$ cat src/design/mmcs_pkg.sv
// Package for the min/max contrast stretch block: word types and reset constants.
// Used by min_max_contrast_stretch_top; depends on nothing else.
`timescale 1ns / 1ps

package mmcs_pkg;

  localparam int unsigned PixW = 8;

  localparam logic [PixW-1:0] LowReset  = 8'hFF;
  localparam logic [PixW-1:0] HighReset = 8'h00;

  typedef struct packed {
    logic            func;
    logic [PixW-1:0] pixel;
    logic            last;
  } in_t;

  typedef struct packed {
    logic [PixW-1:0] stretched;
    logic            end_of_frame;
  } out_t;

endpackage

$ cat src/design/min_max_contrast_stretch_top.sv
// A measure word is absorbed in its accept cycle and gives no result. An apply word on a
// flat range gives its result in the cycle after acceptance; otherwise the result follows
// the preparation state and the restoring divider, which works out the eight quotient bits,
// one quotient bit per cycle. busy_o is high until the result is shown, so no new word is
// taken while a word is being stretched. Reset sets the minimum to 255, the maximum to 0.
// Depends on mmcs_pkg.
`timescale 1ns / 1ps

module min_max_contrast_stretch_top (
  input  logic           clk_i,
  input  logic           rst_ni,
  input  logic           start_i,
  input  mmcs_pkg::in_t  in_i,
  output logic           busy_o,
  output logic           valid_o,
  output mmcs_pkg::out_t result_o
);
  import mmcs_pkg::*;

  localparam logic [1:0] StIdle = 2'd0;
  localparam logic [1:0] StPrep = 2'd1;
  localparam logic [1:0] StDiv  = 2'd2;

  logic [1:0]      state_q, state_d;
  logic [PixW-1:0] low_q, low_d, high_q, high_d;
  logic [PixW-1:0] diff_q, diff_d;
  logic [PixW-1:0] range_q, range_d;
  logic [PixW-1:0] rem_q, rem_d;
  logic [PixW-1:0] shf_q, shf_d;
  logic [2:0]      cnt_q, cnt_d;
  logic            eof_q, eof_d;
  logic            valid_q, valid_d;
  logic [PixW-1:0] res_q, res_d;

  logic            accept;
  logic            flat;
  logic [PixW-1:0] clamped;
  logic [15:0]     numer;
  logic [PixW:0]   trial;
  logic [PixW:0]   trial_sub;

  assign accept = start_i && (state_q == StIdle);
  assign flat   = (high_q <= low_q);

  always_comb begin
    if (in_i.pixel < low_q) begin
      clamped = low_q;
    end else if (in_i.pixel > high_q) begin
      clamped = high_q;
    end else begin
      clamped = in_i.pixel;
    end
  end

  // Multiplying by 255 is a shift by eight less the value itself.
  assign numer     = {diff_q, 8'h00} - {8'h00, diff_q};
  assign trial     = {rem_q, shf_q[PixW-1]};
  assign trial_sub = trial - {1'b0, range_q};

  always_comb begin
    state_d = state_q;
    low_d   = low_q;
    high_d  = high_q;
    diff_d  = diff_q;
    range_d = range_q;
    rem_d   = rem_q;
    shf_d   = shf_q;
    cnt_d   = cnt_q;
    eof_d   = eof_q;
    valid_d = 1'b0;
    res_d   = res_q;

    case (state_q)
      StIdle: begin
        if (accept) begin
          if (!in_i.func) begin
            if (in_i.pixel < low_q) begin
              low_d = in_i.pixel;
            end
            if (in_i.pixel > high_q) begin
              high_d = in_i.pixel;
            end
          end else begin
            eof_d   = in_i.last;
            diff_d  = clamped - low_q;
            range_d = high_q - low_q;
            if (flat) begin
              valid_d = 1'b1;
              res_d   = in_i.pixel;
            end else begin
              state_d = StPrep;
            end
            if (in_i.last) begin
              low_d  = LowReset;
              high_d = HighReset;
            end
          end
        end
      end
      StPrep: begin
        // The quotient fits in eight bits, so the upper byte is already below the range.
        rem_d   = numer[15:8];
        shf_d   = numer[7:0];
        cnt_d   = 3'd0;
        state_d = StDiv;
      end
      StDiv: begin
        if (!trial_sub[PixW]) begin
          rem_d = trial_sub[PixW-1:0];
          shf_d = {shf_q[PixW-2:0], 1'b1};
        end else begin
          rem_d = trial[PixW-1:0];
          shf_d = {shf_q[PixW-2:0], 1'b0};
        end
        cnt_d = cnt_q + 3'd1;
        if (cnt_q == 3'd7) begin
          valid_d = 1'b1;
          res_d   = shf_d;
          state_d = StIdle;
        end
      end
      default: begin
        state_d = StIdle;
      end
    endcase
  end

  always_ff @(posedge clk_i or negedge rst_ni) begin
    if (!rst_ni) begin
      state_q <= StIdle;
      low_q   <= LowReset;
      high_q  <= HighReset;
      cnt_q   <= 3'd0;
      valid_q <= 1'b0;
    end else begin
      state_q <= state_d;
      low_q   <= low_d;
      high_q  <= high_d;
      cnt_q   <= cnt_d;
      valid_q <= valid_d;
    end
  end

  always_ff @(posedge clk_i) begin
    diff_q  <= diff_d;
    range_q <= range_d;
    rem_q   <= rem_d;
    shf_q   <= shf_d;
    eof_q   <= eof_d;
    res_q   <= res_d;
  end

  assign busy_o                = (state_q != StIdle);
  assign valid_o               = valid_q;
  assign result_o.stretched    = res_q;
  assign result_o.end_of_frame = eof_q;

  a_measure_silent: assert property (@(posedge clk_i) disable iff (!rst_ni)
    (start_i && !busy_o && !in_i.func) |=> !valid_o)
    else $error("A measure word produced a result.");

  a_apply_progress: assert property (@(posedge clk_i) disable iff (!rst_ni)
    (start_i && !busy_o && in_i.func) |=> (busy_o || valid_o))
    else $error("An apply word was neither processed nor answered.");

  a_div_end: assert property (@(posedge clk_i) disable iff (!rst_ni)
    (state_q == StDiv && cnt_q == 3'd7) |=> (valid_o && !busy_o))
    else $error("The divider finished without giving a result.");

  a_prep_to_div: assert property (@(posedge clk_i) disable iff (!rst_ni)
    (state_q == StPrep) |=> (state_q == StDiv && cnt_q == 3'd0 && !valid_o))
    else $error("The divider did not start after preparation.");

endmodule

$ cat config.mk
export PLATFORM = sky130hd
export DESIGN_NAME = min_max_contrast_stretch_top
export DESIGN_NICKNAME = d
export VERILOG_FILES = /design/src/design/mmcs_pkg.sv /design/src/design/min_max_contrast_stretch_top.sv
export SDC_FILE = /design/constraint.sdc
export NUM_CORES = 1
export LEC_CHECK = 0
export ABC_AREA = 0
export ABC_CLOCK_PERIOD_IN_PS = 7050
export BUFFER_PORTS_ARGS = -buffer_cell sky130_fd_sc_hd__buf_2
export CAP_MARGIN = 30
export CELL_PAD_IN_SITES_DETAIL_PLACEMENT = 0
export CELL_PAD_IN_SITES_GLOBAL_PLACEMENT = 1
export CORE_ASPECT_RATIO = 1.5
export CORE_MARGIN = 2
export CORE_UTILIZATION = 39
export DETAILED_ROUTE_END_ITERATION = 7
export PLACE_DENSITY = 0.63
export SLEW_MARGIN = 5
export SYNTH_ARGS = -nofsm -noshare
export SYNTH_HDL_FRONTEND = slang
export SYNTH_SLANG_ARGS = --single-unit
$ cat constraint.sdc
create_clock -name clk_i -period 7.05 [get_ports clk_i]
set_clock_uncertainty 0.15 [all_clocks]
set_input_delay 0.3525 -clock clk_i [delete_from_list [all_inputs] [get_ports clk_i]]
set_output_delay 0.3525 -clock clk_i [all_outputs]
set_load 0.05 [all_outputs]
Word level (Yosys, flattened, before mapping)
Index checks and enable logic that the tools add are counted.
Widths: inputs -> output; s select.
- register bits: 63
- input bits: 13
- output and inout bits: 11
- logic and storage cells: 68
- $add $sub $neg: 5
- order comparisons: 3
- equality and inequality tests: 9
- muxes and demuxes: 28
- reductions and logical operators: 12
- operators with widths (kind ; count):
    $mux 8 ; 13
    $pmux 8 s2 ; 3
    $sub 16x8->16 ; 1
    $sub 8x8->8 ; 2
    $ne 2x2->1 const B ; 6
    $reduce_and 4->1 ; 3
    $reduce_bool 2->1 ; 5
    $sub 9x8->9 ; 1
    $gt 8x8->1 ; 1
    $le 8x8->1 ; 1
    $lt 8x8->1 ; 1
    $mux 2 ; 4
    $pmux 2 s3 ; 1
    $pmux 3 s2 ; 1
    $mux 1 ; 5
    $reduce_and 5->1 ; 1
    $add 3x1->3 const B ; 1
    $eq 3x3->1 const B ; 1
    $reduce_and 3->1 ; 1
    $eq 2x1->1 const B ; 1
    $eq 2x2->1 const B ; 1
    $logic_not 2->1 ; 1
    $pmux 1 s2 ; 1
    $logic_and 1x1->1 ; 1

Depth between registers and ports, before layout
- depth after elaboration: 5
- mapped depth: 16
- mapped depth without buffers: 16

Worst setup path after synthesis
OpenSTA, ideal clock, no wires.
- path type: register -> register
- start: register low_q[1]
- end: register diff_q[7], data pin
- library setup time: 152 ps
- arrival: 3495 ps
- data required time: 6748 ps
- slack: 3252 ps
- cell stages (with the launch flop): 16
- path buffers: 2
- period minus slack after synthesis: 3798 ps
- cell sequence: dfstp_2 -> inv_1 -> ha_1 -> o21ai_0 -> o21ai_0 -> a21oi_2 -> clkbuf_1 -> clkbuf_1 -> o21ai_0 -> ha_1 -> nor2b_1 -> o2111a_1 -> o31ai_1 -> o41ai_1 -> a21o_1 -> o21ai_0
- longest elaborated chain between the ends: 3
- RTL lines (what ; line ; text):
    from (decl) ; min_max_contrast_stretch_top.sv:25 ; logic [PixW-1:0] low_q, low_d, high_q, high_d;
    from (signal assigned) ; min_max_contrast_stretch_top.sv:131 ; low_q <= LowReset;
    from (signal assigned) ; min_max_contrast_stretch_top.sv:137 ; low_q <= low_d;
    $lt 8x8->1 ; min_max_contrast_stretch_top.sv:46 ; if (in_i.pixel < low_q) begin
    $mux 8 ; min_max_contrast_stretch_top.sv:46 ;
    $sub 8x8->8 (*) ; min_max_contrast_stretch_top.sv:85 ; diff_d = clamped - low_q;
    to (signal assigned) ; min_max_contrast_stretch_top.sv:145 ; diff_q <= diff_d;
    to (decl) ; min_max_contrast_stretch_top.sv:26 ; logic [PixW-1:0] diff_q, diff_d;
Mark *: on every way between the ends. The rest lies on a longest branch, timed or not.
A chain may end at the register's enable or synchronous reset.

Worst setup path in the final report
- start: register high_q[1]
- end: register diff_q[7], data pin
- longest elaborated chain between the ends: 4
- RTL lines (what ; line ; text):
    from (decl) ; min_max_contrast_stretch_top.sv:25 ;
    from (signal assigned) ; min_max_contrast_stretch_top.sv:132 ; high_q <= HighReset;
    from (signal assigned) ; min_max_contrast_stretch_top.sv:138 ; high_q <= high_d;
    $gt 8x8->1 ; min_max_contrast_stretch_top.sv:48 ; end else if (in_i.pixel > high_q) begin
    $mux 8 (*) ; min_max_contrast_stretch_top.sv:48 ;
    $mux 8 (*) ; min_max_contrast_stretch_top.sv:46 ;
    $sub 8x8->8 (*) ; min_max_contrast_stretch_top.sv:85 ;
Marked as above.

==> metrics list <==
* Run status: complete, no violations
- Clock Latency Late Sink: 330 ps
- The clock passes through at most 2 buffers.
- Final Hold Violating Endpoints: 0
* Number of DRC violations after detailed routing: 0
- Final critical delay including setup and external delays: 4230 ps
- Max Clk Rate: 236 MHz
* Endpoint required time on the critical path: 7080 ps
* Die W: 91.6 um
- The finished cells cover 5070 um2.
- After floorplanning, the core was sized to cover 11400 um2.
- The number of pins with negative max-slew slack in the final report was 0.
* Die area: 12400 um2
- The first global-routing pass estimated 17800 um of wire.
- The synthesized netlist contains 52 unique library cells.
- Among all stages on the critical path, the largest delay is contributed by sky130_fd_sc_hd__a21o_1.
- First drt pass iteration count: 4
- Die Span Y: 135 um
- CTS tree: yes
- In the synthesized netlist the dominant register cell turns out to be sky130_fd_sc_hd__edfxtp_1.
- Total nets after synthesis: 524
- Worst hold path class: input pin to flip-flop
* I/O pin count: 24
* Setup total negative slack: 0 ps
- The congestion estimate from routability-driven global placement came to 0.825.
- Number of filler cells placed in the layout: 1109
- The placed instances occupy a cell area of 4760 um2.
- The worst setup path is launched from a flip-flop.
- Total global routing overflow: 0
* Area growth from synthesis to layout: 12.8%
- For this run, the share of the core covered by cells in the final layout is 44.6%.
- Netlist Area Pre-Place: 4490 um2
- HPWL after DPL: 8600 um
- STA classifies the critical path endpoint as a flip-flop.
- The number of antenna diodes in the final layout is 0.
* Num CTS Buffers: 9
- The share of the Yosys chip area taken by registers is 39.9%.
- After synthesis the netlist holds a flip-flop and latch count of 63.
* Asr flop ratio synth: 34.9%
* Wire length per cell: 17.2 um
- Number of design-rule violations left by the first detailed-router iteration: 125
* Via count of the first global-routing pass: 3393
- Clock-pin slew of the registers on the worst-case setup and hold paths: 60 ps
- Routed wire length: 11100 um
- Setup repair after global routing left no endpoint under its margin.
- In the final layout, the share of cells above drive strength 1 is 12.2%.
* Number of cell rows: 48
- In this design, the stage delay of the slowest critical-path cell is 530 ps.
* Total number of nets in the final design: 548
- Period utilisation layout: 60.1%
* Maximum number of pins on one net before global-route repair: 47
* Antenna-violating nets left: 0
- Of all nets on the critical path, the largest fanout is 13.
- H-tree depth: 3
- Number of warning messages in the yosys log: 0
- The tree is rooted in a sky130_fd_sc_hd__clkbuf_16.
- Number of buffers added for setup after CTS: 0
- Worst slew pin tran: 859 ps
- Gate count of the mapped netlist: 464
* Worst setup path category: flip-flop to flip-flop
* Most common library cell in the layout ignoring fill and taps: sky130_fd_sc_hd__inv_1
- The routed layout has 3477 vias.
- Average instance area after synthesis: 9.68 um2
* Buffers added on ports: 23
- Clock tree sinks: 63
- The cell that appears most often on the critical path is sky130_fd_sc_hd__a21o_1.
- Number of setup violations in the final report: 0
- Global routing used 18.7% of the available tracks.
- The initial utilization of the core area, before any placement, comes to 39.6%.
- In the routed layout, each cell is associated on average with a via count of 5.41.
- Slew HR: 42.7%
* Number of max-capacitance violations reported: 0
- Antenna violations before repair: 0
* Commonest cells after routing, fill and taps aside: sky130_fd_sc_hd__inv_1 (52), sky130_fd_sc_hd__ha_1 (44), sky130_fd_sc_hd__edfxtp_1 (41)
* Critical path, cell by cell: inv_1 > ha_1 > nor2b_1 > o31ai_1 > a21o_1 > a21o_1 > mux2i_1 > o21ai_0 > ha_1 > nand3_1 > nand2_1 > o31ai_1 > o41ai_1 > a21o_1 > o21ai_0
- Number of enable flip-flop cells after synthesis: 41
- At the worst endpoint, the arrival time is 4260 ps.
[worst max-delay path, delay by kind of cell, from the launching register on]
| family | cells | cell delay (ps) |
|---|---|---|
| buf+inv | 1 | 130 |
| fa+ha+maj | 2 | 610 |
| simple gates | 3 | 320 |
| compound gates | 8 | 2220 |
| flops | 1 | 410 |
| mux | 1 | 240 |
[through the flow]
stage	worst slack (ps)	hold WS (ps)	cells
floorplan	3250	-93.1	464
CTS	2790	48.0	643
detailed placement	2790	221	626
finish	2820	64.5	643
global placement	2780	212	624
global route	2460	55.6	643
[per-layer routing]
metal / routed length, um / part of all wire (%) / GRT usage (%)
met1: 4660 / 42 / 22.2
met2: 5910 / 53 / 34.1
met3: 325 / 2.9 / 3.12
met4: 178 / 1.6 / 6.31
met5: 0 / 0 / 0
[cell type report]
| class | count | area [um2] | area share, % |
|---|---|---|---|
| Clock inverter | 7 | 72.6 | 1.43 |
| Tap cell | 150 | 188 | 3.70 |
| Inverter | 52 | 195 | 3.85 |
| Multi-Input combinational cell | 334 | 2430 | 48.0 |
| Sequential cell | 63 | 1790 | 35.4 |
| Timing Repair Buffer | 28 | 160 | 3.16 |
| Clock buffer | 9 | 225 | 4.45 |
[path summary, 6_finish.rpt]
path	cells past startpoint	slack, ps	start	endpoint
worst max-delay path	15	2820	high_q[1]	diff_q[7]
worst min-delay path	1	60	in_i[0]	eof_q
worst max register to register	15	2820	high_q[1]	diff_q[7]
worst min register to register	2	380	cnt_q[1]	cnt_q[1]
max in group asynchronous	2	5980	rst_ni	low_q[1]
min in group asynchronous	2	390	rst_ni	high_q[6]
[registers in the layout, summed over array words and instances (netlist names)]
register  cells
eof_q         1
low_q         8
range_q       8
shf_q         8
high_q        8
res_q         8
state_q       2
cnt_q         3
valid_o       1
rem_q         8
diff_q        8
[logic make-up after synthesis]
kind of cell               share of synthesized area, %
DFF                                                39.9
adders and majority gates                          13.6
muxes                                              3.84
buffers and inverters                              5.96
xor gates and xnor gates                           3.12
AOI/OAI and AO/OA                                  21.1
and+or+nand+nor                                    12.5
[cell usage after synthesis (2+ instances only)]
library cell	count	area, um2
sky130_fd_sc_hd__o211ai_1	2	15.0
sky130_fd_sc_hd__o22a_1	15	131
sky130_fd_sc_hd__o31a_1	3	26.3
sky130_fd_sc_hd__a211oi_1	5	37.5
sky130_fd_sc_hd__nand2_1	30	113
sky130_fd_sc_hd__nor2b_1	10	62.6
sky130_fd_sc_hd__nand4_1	4	25.0
sky130_fd_sc_hd__a21boi_0	2	15.0
sky130_fd_sc_hd__buf_4	4	30.0
sky130_fd_sc_hd__or2_2	3	18.8
sky130_fd_sc_hd__and4_1	2	17.5
sky130_fd_sc_hd__nand3_1	8	40.0
sky130_fd_sc_hd__nor3_1	15	75.1
sky130_fd_sc_hd__xnor2_1	12	105
sky130_fd_sc_hd__nor3b_1	3	22.5
sky130_fd_sc_hd__o21ai_0	38	190
sky130_fd_sc_hd__o21a_1	13	97.6
sky130_fd_sc_hd__dfrtp_1	14	350
sky130_fd_sc_hd__or3_1	2	12.5
sky130_fd_sc_hd__and2_1	3	18.8
sky130_fd_sc_hd__o31ai_1	5	37.5
sky130_fd_sc_hd__fa_1	3	60.1
sky130_fd_sc_hd__mux2i_1	15	150
sky130_fd_sc_hd__inv_1	52	195
sky130_fd_sc_hd__a21oi_1	23	115
sky130_fd_sc_hd__dfstp_2	8	210
sky130_fd_sc_hd__o22ai_1	11	68.8
sky130_fd_sc_hd__a21o_1	5	37.5
sky130_fd_sc_hd__mux2_2	2	22.5
sky130_fd_sc_hd__a22oi_1	8	60.1
sky130_fd_sc_hd__a31oi_1	2	12.5
sky130_fd_sc_hd__edfxtp_1	41	1230
sky130_fd_sc_hd__nor2_1	22	82.6
sky130_fd_sc_hd__nand2b_1	5	31.3
sky130_fd_sc_hd__clkbuf_1	10	37.5
sky130_fd_sc_hd__ha_1	44	551
sky130_fd_sc_hd__or4_1	2	15.0
sky130_fd_sc_hd__xor2_1	4	35.0
[timing repair]
| item | CTS | global route |
|---|---|---|
| endpoints found under the hold margin | 14 | 0 |
| hold buffers | 1 | 0 |
| gates resized for setup | 0 | 0 |
Power is not shown: default switching activity piles up to over one toggle a cycle in this logic, so the estimate is an artifact.
